[config.mk]
export PLATFORM = sky130hd
export DESIGN_NAME = ordered_value_list_table
export DESIGN_NICKNAME = d
export VERILOG_FILES = /design/src/hw/rtl/olt_pkg.sv /design/src/hw/rtl/olt_cell.sv /design/src/hw/rtl/olt_ctrl.sv /design/src/hw/rtl/ordered_value_list_table.sv
export SDC_FILE = /design/constraint.sdc
export NUM_CORES = 2
export LEC_CHECK = 0
export BUFFER_PORTS_ARGS = -buffer_cell sky130_fd_sc_hd__buf_2
export CAP_MARGIN = 40
export CELL_PAD_IN_SITES_DETAIL_PLACEMENT = 0
export CELL_PAD_IN_SITES_GLOBAL_PLACEMENT = 1
export CORE_MARGIN = 3
export CORE_UTILIZATION = 45
export DETAILED_ROUTE_END_ITERATION = 10
export GPL_TIMING_DRIVEN = 0
export MAX_ROUTING_LAYER = met4
export PLACE_DENSITY_LB_ADDON = 0.12
export SLEW_MARGIN = 20
export SYNTH_ARGS = -nofsm -noshare
export SYNTH_HDL_FRONTEND = slang
export SYNTH_HIERARCHICAL = 1
export SYNTH_SLANG_ARGS = --single-unit
[constraint.sdc]
create_clock -name i_clk -period 6.85 [get_ports i_clk]
set_input_delay 1.37 -clock i_clk [delete_from_list [all_inputs] [get_ports i_clk]]
set_output_delay 1.37 -clock i_clk [all_outputs]
set_load 0.005 [all_outputs]
[src/hw/rtl/olt_pkg.sv]
// ----------------------------------------------------------------------------
// olt_pkg
// shared constants, word types and cell control for the ordered value list
// ----------------------------------------------------------------------------
package olt_pkg;

    localparam int CAPACITY = 16;
    localparam int IDX_W    = (CAPACITY > 1) ? $clog2(CAPACITY) : 1;
    localparam int LEN_W    = $clog2(CAPACITY + 1);
    localparam int POS_W    = 4;
    localparam int WIDE_W   = (LEN_W > POS_W) ? LEN_W : POS_W;
    localparam int DATA_W   = 32;

    localparam logic [LEN_W-1:0] CAP_LEN = LEN_W'(CAPACITY);

    localparam logic [2:0] FUNC_INSERT  = 3'd0;
    localparam logic [2:0] FUNC_REMOVE  = 3'd1;
    localparam logic [2:0] FUNC_REPLACE = 3'd2;
    localparam logic [2:0] FUNC_SEARCH  = 3'd3;
    localparam logic [2:0] FUNC_READ    = 3'd4;

    localparam logic [1:0] ST_DONE    = 2'd0;
    localparam logic [1:0] ST_FULL    = 2'd1;
    localparam logic [1:0] ST_NOMATCH = 2'd2;
    localparam logic [1:0] ST_RANGE   = 2'd3;

    typedef struct packed {
        logic [2:0]               func;
        logic signed [DATA_W-1:0] key_value;
        logic signed [DATA_W-1:0] new_value;
        logic [POS_W-1:0]         position;
    } t_in_word;

    typedef struct packed {
        logic [1:0]               status;
        logic [4:0]               match_count;
        logic signed [DATA_W-1:0] entry_value;
        logic [4:0]               list_length;
    } t_out_word;

    typedef struct packed {
        logic              shift_right;
        logic              shift_left;
        logic              load;
        logic [IDX_W-1:0]  idx;
        logic [DATA_W-1:0] data;
    } t_cell_ctrl;

endpackage

[src/hw/rtl/olt_cell.sv]
// ----------------------------------------------------------------------------
// olt_cell
// one list entry; shifts toward the back on insert, toward the front on scan
// ----------------------------------------------------------------------------
module olt_cell (
    input  logic                       i_clk,
    input  logic [olt_pkg::IDX_W-1:0]  i_index,
    input  logic [olt_pkg::DATA_W-1:0] i_left,
    input  logic [olt_pkg::DATA_W-1:0] i_right,
    input  olt_pkg::t_cell_ctrl        i_ctrl,
    output logic [olt_pkg::DATA_W-1:0] o_value
);

    logic [olt_pkg::DATA_W-1:0] r_value;
    logic [olt_pkg::DATA_W-1:0] n_value;

    always_comb begin
        n_value = r_value;
        if (i_ctrl.shift_right) begin
            n_value = i_left;
        end else if (i_ctrl.shift_left) begin
            if (i_ctrl.load && (i_ctrl.idx == i_index)) begin
                n_value = i_ctrl.data;
            end else begin
                n_value = i_right;
            end
        end
    end

    always_ff @(posedge i_clk) begin
        r_value <= n_value;
    end

    assign o_value = r_value;

endmodule

[src/hw/rtl/olt_ctrl.sv]
// ----------------------------------------------------------------------------
// olt_ctrl
// sequencer: handshake, length, scan through the cell chain, result register
// ----------------------------------------------------------------------------
module olt_ctrl (
    input  logic                       i_clk,
    input  logic                       i_rst_n,
    input  logic                       i_in_valid,
    output logic                       o_in_stall,
    input  olt_pkg::t_in_word          i_in_word,
    output logic                       o_out_valid,
    input  logic                       i_out_stall,
    output olt_pkg::t_out_word         o_out_word,
    input  logic [olt_pkg::DATA_W-1:0] i_front,
    output olt_pkg::t_cell_ctrl        o_cell_ctrl
);

    typedef enum logic [1:0] {
        S_IDLE = 2'b01,
        S_SCAN = 2'b10
    } t_state;

    t_state                       r_state, n_state;
    logic [olt_pkg::LEN_W-1:0]    r_length, n_length;
    logic                         r_out_valid, n_out_valid;
    olt_pkg::t_out_word           r_out, n_out;
    logic [2:0]                   r_func, n_func;
    logic [olt_pkg::DATA_W-1:0]   r_key, n_key;
    logic [olt_pkg::DATA_W-1:0]   r_nv, n_nv;
    logic [olt_pkg::POS_W-1:0]    r_pos, n_pos;
    logic [olt_pkg::LEN_W-1:0]    r_step, n_step;
    logic [olt_pkg::LEN_W-1:0]    r_rem, n_rem;
    logic [olt_pkg::LEN_W-1:0]    r_count, n_count;
    logic [olt_pkg::DATA_W-1:0]   r_value, n_value;

    logic                         accept;
    logic                         match;
    logic                         keep;
    logic                         pos_ok;
    logic [olt_pkg::LEN_W-1:0]    tail;

    assign o_in_stall  = (r_state != S_IDLE) || (r_out_valid && i_out_stall);
    assign accept      = i_in_valid && !o_in_stall;
    assign o_out_valid = r_out_valid;
    assign o_out_word  = r_out;

    always_comb begin
        n_state     = r_state;
        n_length    = r_length;
        n_out_valid = r_out_valid && i_out_stall;
        n_out       = r_out;
        n_func      = r_func;
        n_key       = r_key;
        n_nv        = r_nv;
        n_pos       = r_pos;
        n_step      = r_step;
        n_rem       = r_rem;
        n_count     = r_count;
        n_value     = r_value;
        o_cell_ctrl = '0;
        match       = (i_front == r_key);
        keep        = 1'b1;
        tail        = r_length - olt_pkg::LEN_W'(1);
        pos_ok      = olt_pkg::WIDE_W'(i_in_word.position) < olt_pkg::WIDE_W'(r_length);

        case (r_state)
            S_IDLE: begin
                if (accept) begin
                    n_func  = i_in_word.func;
                    n_key   = i_in_word.key_value;
                    n_nv    = i_in_word.new_value;
                    n_pos   = i_in_word.position;
                    n_step  = '0;
                    n_rem   = r_length;
                    n_count = '0;
                    n_value = '0;
                    n_out   = '{status: olt_pkg::ST_DONE, match_count: 5'd0,
                                entry_value: '0, list_length: 5'(r_length)};
                    case (i_in_word.func)
                        olt_pkg::FUNC_INSERT: begin
                            n_out_valid = 1'b1;
                            if (r_length < olt_pkg::CAP_LEN) begin
                                o_cell_ctrl.shift_right = 1'b1;
                                o_cell_ctrl.data        = i_in_word.key_value;
                                n_length                = r_length + olt_pkg::LEN_W'(1);
                                n_out.list_length       = 5'(n_length);
                            end else begin
                                n_out.status = olt_pkg::ST_FULL;
                            end
                        end
                        olt_pkg::FUNC_REMOVE, olt_pkg::FUNC_REPLACE,
                        olt_pkg::FUNC_SEARCH: begin
                            if (r_length == '0) begin
                                n_out_valid  = 1'b1;
                                n_out.status = olt_pkg::ST_NOMATCH;
                            end else begin
                                n_state = S_SCAN;
                            end
                        end
                        olt_pkg::FUNC_READ: begin
                            if (pos_ok) begin
                                n_state = S_SCAN;
                            end else begin
                                n_out_valid  = 1'b1;
                                n_out.status = olt_pkg::ST_RANGE;
                            end
                        end
                        default: begin
                            n_out_valid = 1'b1;
                        end
                    endcase
                end
            end
            S_SCAN: begin
                // pop the front, append it or its replacement at the tail unless it is removed
                case (r_func)
                    olt_pkg::FUNC_REMOVE:  keep = !match;
                    default:               keep = 1'b1;
                endcase
                o_cell_ctrl.shift_left = 1'b1;
                o_cell_ctrl.load       = keep;
                o_cell_ctrl.idx        = tail[olt_pkg::IDX_W-1:0];
                o_cell_ctrl.data       = (r_func == olt_pkg::FUNC_REPLACE && match) ?
                                         r_nv : i_front;
                if (!keep) begin
                    n_length = tail;
                end
                if (match) begin
                    n_count = r_count + olt_pkg::LEN_W'(1);
                end
                if (olt_pkg::WIDE_W'(r_step) == olt_pkg::WIDE_W'(r_pos)) begin
                    n_value = i_front;
                end
                n_step = r_step + olt_pkg::LEN_W'(1);
                n_rem  = r_rem - olt_pkg::LEN_W'(1);
                if (r_rem == olt_pkg::LEN_W'(1)) begin
                    n_state     = S_IDLE;
                    n_out_valid = 1'b1;
                    n_out       = '{status: olt_pkg::ST_DONE, match_count: 5'd0,
                                    entry_value: '0, list_length: 5'(n_length)};
                    case (r_func)
                        olt_pkg::FUNC_READ: begin
                            n_out.entry_value = n_value;
                        end
                        olt_pkg::FUNC_SEARCH: begin
                            if (n_count != '0) begin
                                n_out.match_count = 5'd1;
                            end else begin
                                n_out.status = olt_pkg::ST_NOMATCH;
                            end
                        end
                        default: begin
                            n_out.match_count = 5'(n_count);
                            if (n_count == '0) begin
                                n_out.status = olt_pkg::ST_NOMATCH;
                            end
                        end
                    endcase
                end
            end
            default: begin
                n_state = S_IDLE;
            end
        endcase
    end

    always_ff @(posedge i_clk) begin
        if (!i_rst_n) begin
            r_state     <= S_IDLE;
            r_length    <= '0;
            r_out_valid <= 1'b0;
        end else begin
            r_state     <= n_state;
            r_length    <= n_length;
            r_out_valid <= n_out_valid;
        end
    end

    always_ff @(posedge i_clk) begin
        r_out   <= n_out;
        r_func  <= n_func;
        r_key   <= n_key;
        r_nv    <= n_nv;
        r_pos   <= n_pos;
        r_step  <= n_step;
        r_rem   <= n_rem;
        r_count <= n_count;
        r_value <= n_value;
    end

endmodule

[src/hw/rtl/ordered_value_list_table.sv]
// ----------------------------------------------------------------------------
// ordered_value_list_table
// bounded ordered list of signed values held in a chain of cells
// ----------------------------------------------------------------------------
// insert, unused codes, and scans of an empty list or out of range reads:
//   result word valid the cycle after the word is taken, next word then too unless the output stalls
// remove, replace, search and read: result word registered when a scan of
//   all L entries ends, one cell shift per cycle around the chain, one word
//   in flight; next word taken with the result valid, if output not stalled
// reset: list empty, no result pending; cell contents are left unset
module ordered_value_list_table (
    input  logic               i_clk,
    input  logic               i_rst_n,
    input  logic               i_in_valid,
    output logic               o_in_stall,
    input  olt_pkg::t_in_word  i_in_word,
    output logic               o_out_valid,
    input  logic               i_out_stall,
    output olt_pkg::t_out_word o_out_word
);

    olt_pkg::t_cell_ctrl        cell_ctrl;
    logic [olt_pkg::DATA_W-1:0] cell_val [olt_pkg::CAPACITY];

    olt_ctrl u_ctrl (
        .i_clk       (i_clk),
        .i_rst_n     (i_rst_n),
        .i_in_valid  (i_in_valid),
        .o_in_stall  (o_in_stall),
        .i_in_word   (i_in_word),
        .o_out_valid (o_out_valid),
        .i_out_stall (i_out_stall),
        .o_out_word  (o_out_word),
        .i_front     (cell_val[0]),
        .o_cell_ctrl (cell_ctrl)
    );

    for (genvar g = 0; g < olt_pkg::CAPACITY; g++) begin : g_cell
        logic [olt_pkg::DATA_W-1:0] left;
        logic [olt_pkg::DATA_W-1:0] right;

        if (g == 0) begin : g_first
            assign left = cell_ctrl.data;
        end else begin : g_mid_l
            assign left = cell_val[g-1];
        end

        if (g == olt_pkg::CAPACITY - 1) begin : g_last
            assign right = cell_val[g];
        end else begin : g_mid_r
            assign right = cell_val[g+1];
        end

        olt_cell u_cell (
            .i_clk   (i_clk),
            .i_index (olt_pkg::IDX_W'(g)),
            .i_left  (left),
            .i_right (right),
            .i_ctrl  (cell_ctrl),
            .o_value (cell_val[g])
        );
    end

endmodule

==> impl_metrics.json <==
{
  "final_hold_viol_count": 0,
  "fmax_mhz": 190,
  "crit_required_ps": 7340,
  "htreeDepth": 3,
  "drv_slew": 0,
  "path_class": "reg -> reg",
  "antenna_left": 0,
  "yosysSeqAreaShare_pct": 48.4,
  "fp.dieW_um": 312,
  "drc": 0,
  "num-fill-cells": 8391,
  "end_kind": "register",
  "critPathArrivalTime_ps": 5740,
  "place_congestion": 0.849,
  "synth_common_cells": "edfxtp_1, nor2_1, nand4_1, a31oi_1, o31ai_2",
  "yosysMostFrequentCell": "edfxtp_1",
  "numCtsBuffers": 81,
  "final_util_pct": 52.6,
  "synth_seq_cells": 682,
  "clk_root_buffer_cell": "clkbuf_16",
  "synth_top_area_cell": "edfxtp_1",
  "cts_hold_buf": 0,
  "period_minus_slack_ps": 5250,
  "p_per_area_nw_per_um2": 214,
  "holdWs_ps": 542,
  "skew_ps": 38.3,
  "ctsResizeCount": 0,
  "fin_area_um2": 48500,
  "num_vias": 34800,
  "syn_area_per_cell_um2": 11.1,
  "clock-sinks": 682,
  "max-vdd-ir-drop_mv": 0.191,
  "cap_violations": 0,
  "setup_violations": 0,
  "min-delay-start": "u_ctrl/o_out_valid",
  "synth_edf_count": 674,
  "slew_headroom_pct": 40.7,
  "status": "completed",
  "core-area_um2": 92200,
  "crit_path_start_kind": "register",
  "synth-async-reset-ratio_pct": 0,
  "setup_slack_ps": 1600,
  "r2r_cells": 15,
  "drt-pass1-iter-count": 8,
  "rsz0062_at_grt": "no",
  "drive_above_1_share_pct": 28.7,
  "clk_latency_ps": 670,
  "track_usage_pct": 27.4,
  "start_util_pct": 45.7,
  "drtIter0Drc": 3585,
  "ys_types": 57,
  "cts_tree": "built",
  "reg2reg_from": "u_ctrl/r_state[0]",
  "synthFlopType": "edfxtp_1",
  "wire_per_inst_um": 24.3,
  "r2r_end": "g_cell[9].u_cell/o_value[12]",
  "synth.top_cell.area_share_pct": 48.0,
  "die_h_um": 312,
  "io_buffers": 119,
  "dp_worst_setup_slack_ps": 1730,
  "holdPathStages": 2,
  "drt-total-wl_mm": 134,
  "io_pins": 121,
  "critPathMaxFanout": 17,
  "dp_hpwl_mm": 104,
  "hold-path-endpoint": "u_ctrl/o_out_valid",
  "nets": 4294,
  "area_growth_pct": 15.1,
  "synth_area_leaders": "edfxtp_1, o31ai_2, nand4_1",
  "hold_class": "reg -> reg",
  "placed_area_um2": 45600,
  "cts_max_path_buffers": 3,
  "grt_max_degree": 54,
  "layout_worst_path_cycle_share_pct": 76.7,
  "grt_overflow": 0,
  "ff2ff_setup_slack_ps": 1600,
  "max_slew.worst_pin.slew_ps": 889,
  "synthCells": 3804,
  "fp.dieArea_um2": 97400,
  "vias_per_cell": 6.32,
  "p_leak_uw": 0.0154,
  "syn_area_um2": 42100,
  "grt_pass1_wl_mm": 205,
  "num_rows": 111,
  "postCtsSetupRepairBufs": 0,
  "grt_pass1_vias": 34000,
  "yosys_warnings": 6,
  "antenna_found_initial": 4,
  "clk_pin_slew_ps": 60,
  "power_uw": 10400
}
## where the power goes
group,switching [uW],internal (uW)
Combinational,797,338
Clock,1830,2490
Sequential,104,4810
Total,2730,7640
## worst max-delay path by stage
stage	from	to	slack (ps)	cells after the start
6_report	u_ctrl/r_state[0]	g_cell[9].u_cell/o_value[12]	1600	15
3_5_place_dp	u_ctrl/r_state[0]	g_cell[9].u_cell/o_value[29]	1730	15
3_3_place_gp	u_ctrl/r_state[0]	g_cell[9].u_cell/o_value[29]	-2150	12
2_1_floorplan	u_ctrl/r_state[0]	g_cell[12].u_cell/o_value[10]	1200	12
4_1_cts	u_ctrl/r_state[0]	g_cell[9].u_cell/o_value[29]	1710	15
5_1_grt	u_ctrl/r_state[0]	g_cell[11].u_cell/o_value[29]	1300	15
## registers in the layout, indices dropped and copies added (netlist names)
register,cells
g_cell.u_cell/o_value,512
u_ctrl/r_state,2
u_ctrl/r_rem,5
u_ctrl/r_step,5
u_ctrl/r_func,3
u_ctrl/r_pos,4
u_ctrl/r_key,32
u_ctrl/r_count,5
u_ctrl/o_out_valid,1
u_ctrl/o_out_word,44
u_ctrl/r_length,5
u_ctrl/r_value,32
u_ctrl/r_nv,32
## final cells by class
type	count	area [um2]	area share [%]
inverter	61	234	0.483
antenna	5	12.5	0.0258
timing repair buffer	178	1500	3.09
clock buffer	100	2150	4.44
clock inverter	44	422	0.870
tap	1243	1560	3.21
sequential	682	20400	42.1
multi-input combinational	2770	19600	40.5
buffer	433	2590	5.35
## worst max-delay path, stage by stage, from the launching register on
cell	delay [ps]
dfxtp_1	330
inv_1	70
ha_1	450
clkbuf_1	350
inv_1	190
clkbuf_1	570
clkbuf_1	700
clkbuf_1	370
buf_8	200
nor2_4	110
buf_16	200
buf_12	180
xnor2_1	600
buf_2	360
nand4_1	150
a31oi_1	200
## cells in the final DEF (no fill, tap or decap), types with 43 or more instances in the layout
| cell type | instances |
|---|---|
| clkbuf_16 | 83 |
| o31ai_2 | 480 |
| inv_1 | 43 |
| nand4_1 | 519 |
| nand2_1 | 46 |
| a31oi_1 | 515 |
| mux2i_1 | 66 |
| edfxtp_1 | 674 |
| buf_6 | 80 |
| buf_2 | 267 |
| buf_4 | 113 |
| nand2b_1 | 67 |
| nor2_1 | 577 |
| clkbuf_1 | 136 |
| conb_1 | 144 |
## layer usage
| layer | track usage (%) | part of all wire [%] |
|---|---|---|
| met3 | 4.77 | 7.9 |
| met2 | 36.6 | 40 |
| met1 | 43.4 | 50 |
| met4 | 4.77 | 1.5 |
| met5 | - | 0 |
## cells by family after synthesis
logic type | Yosys count | synth area share [%]
XOR/XNOR | 86 | 2.07
flip-flops | 682 | 48.4
AO/OA/AOI/OAI | 1127 | 24.4
multiplexers | 66 | 1.57
AND/OR/NAND/NOR | 1335 | 16.5
buffers and inverters | 494 | 6.70
adder cells (fa/ha/maj) | 12 | 0.356
other | 2 | 0.0178
## through the flow
stage | instances | setup TNS, ps
after floorplan | 3946 | 0
after global placement | 5308 | -1085930
after detailed placement | 5351 | 0
after CTS | 5495 | 0
after global routing | 5513 | 0
final | 5516 | 0
No activity file was read; power rests on OpenSTA's default activity.
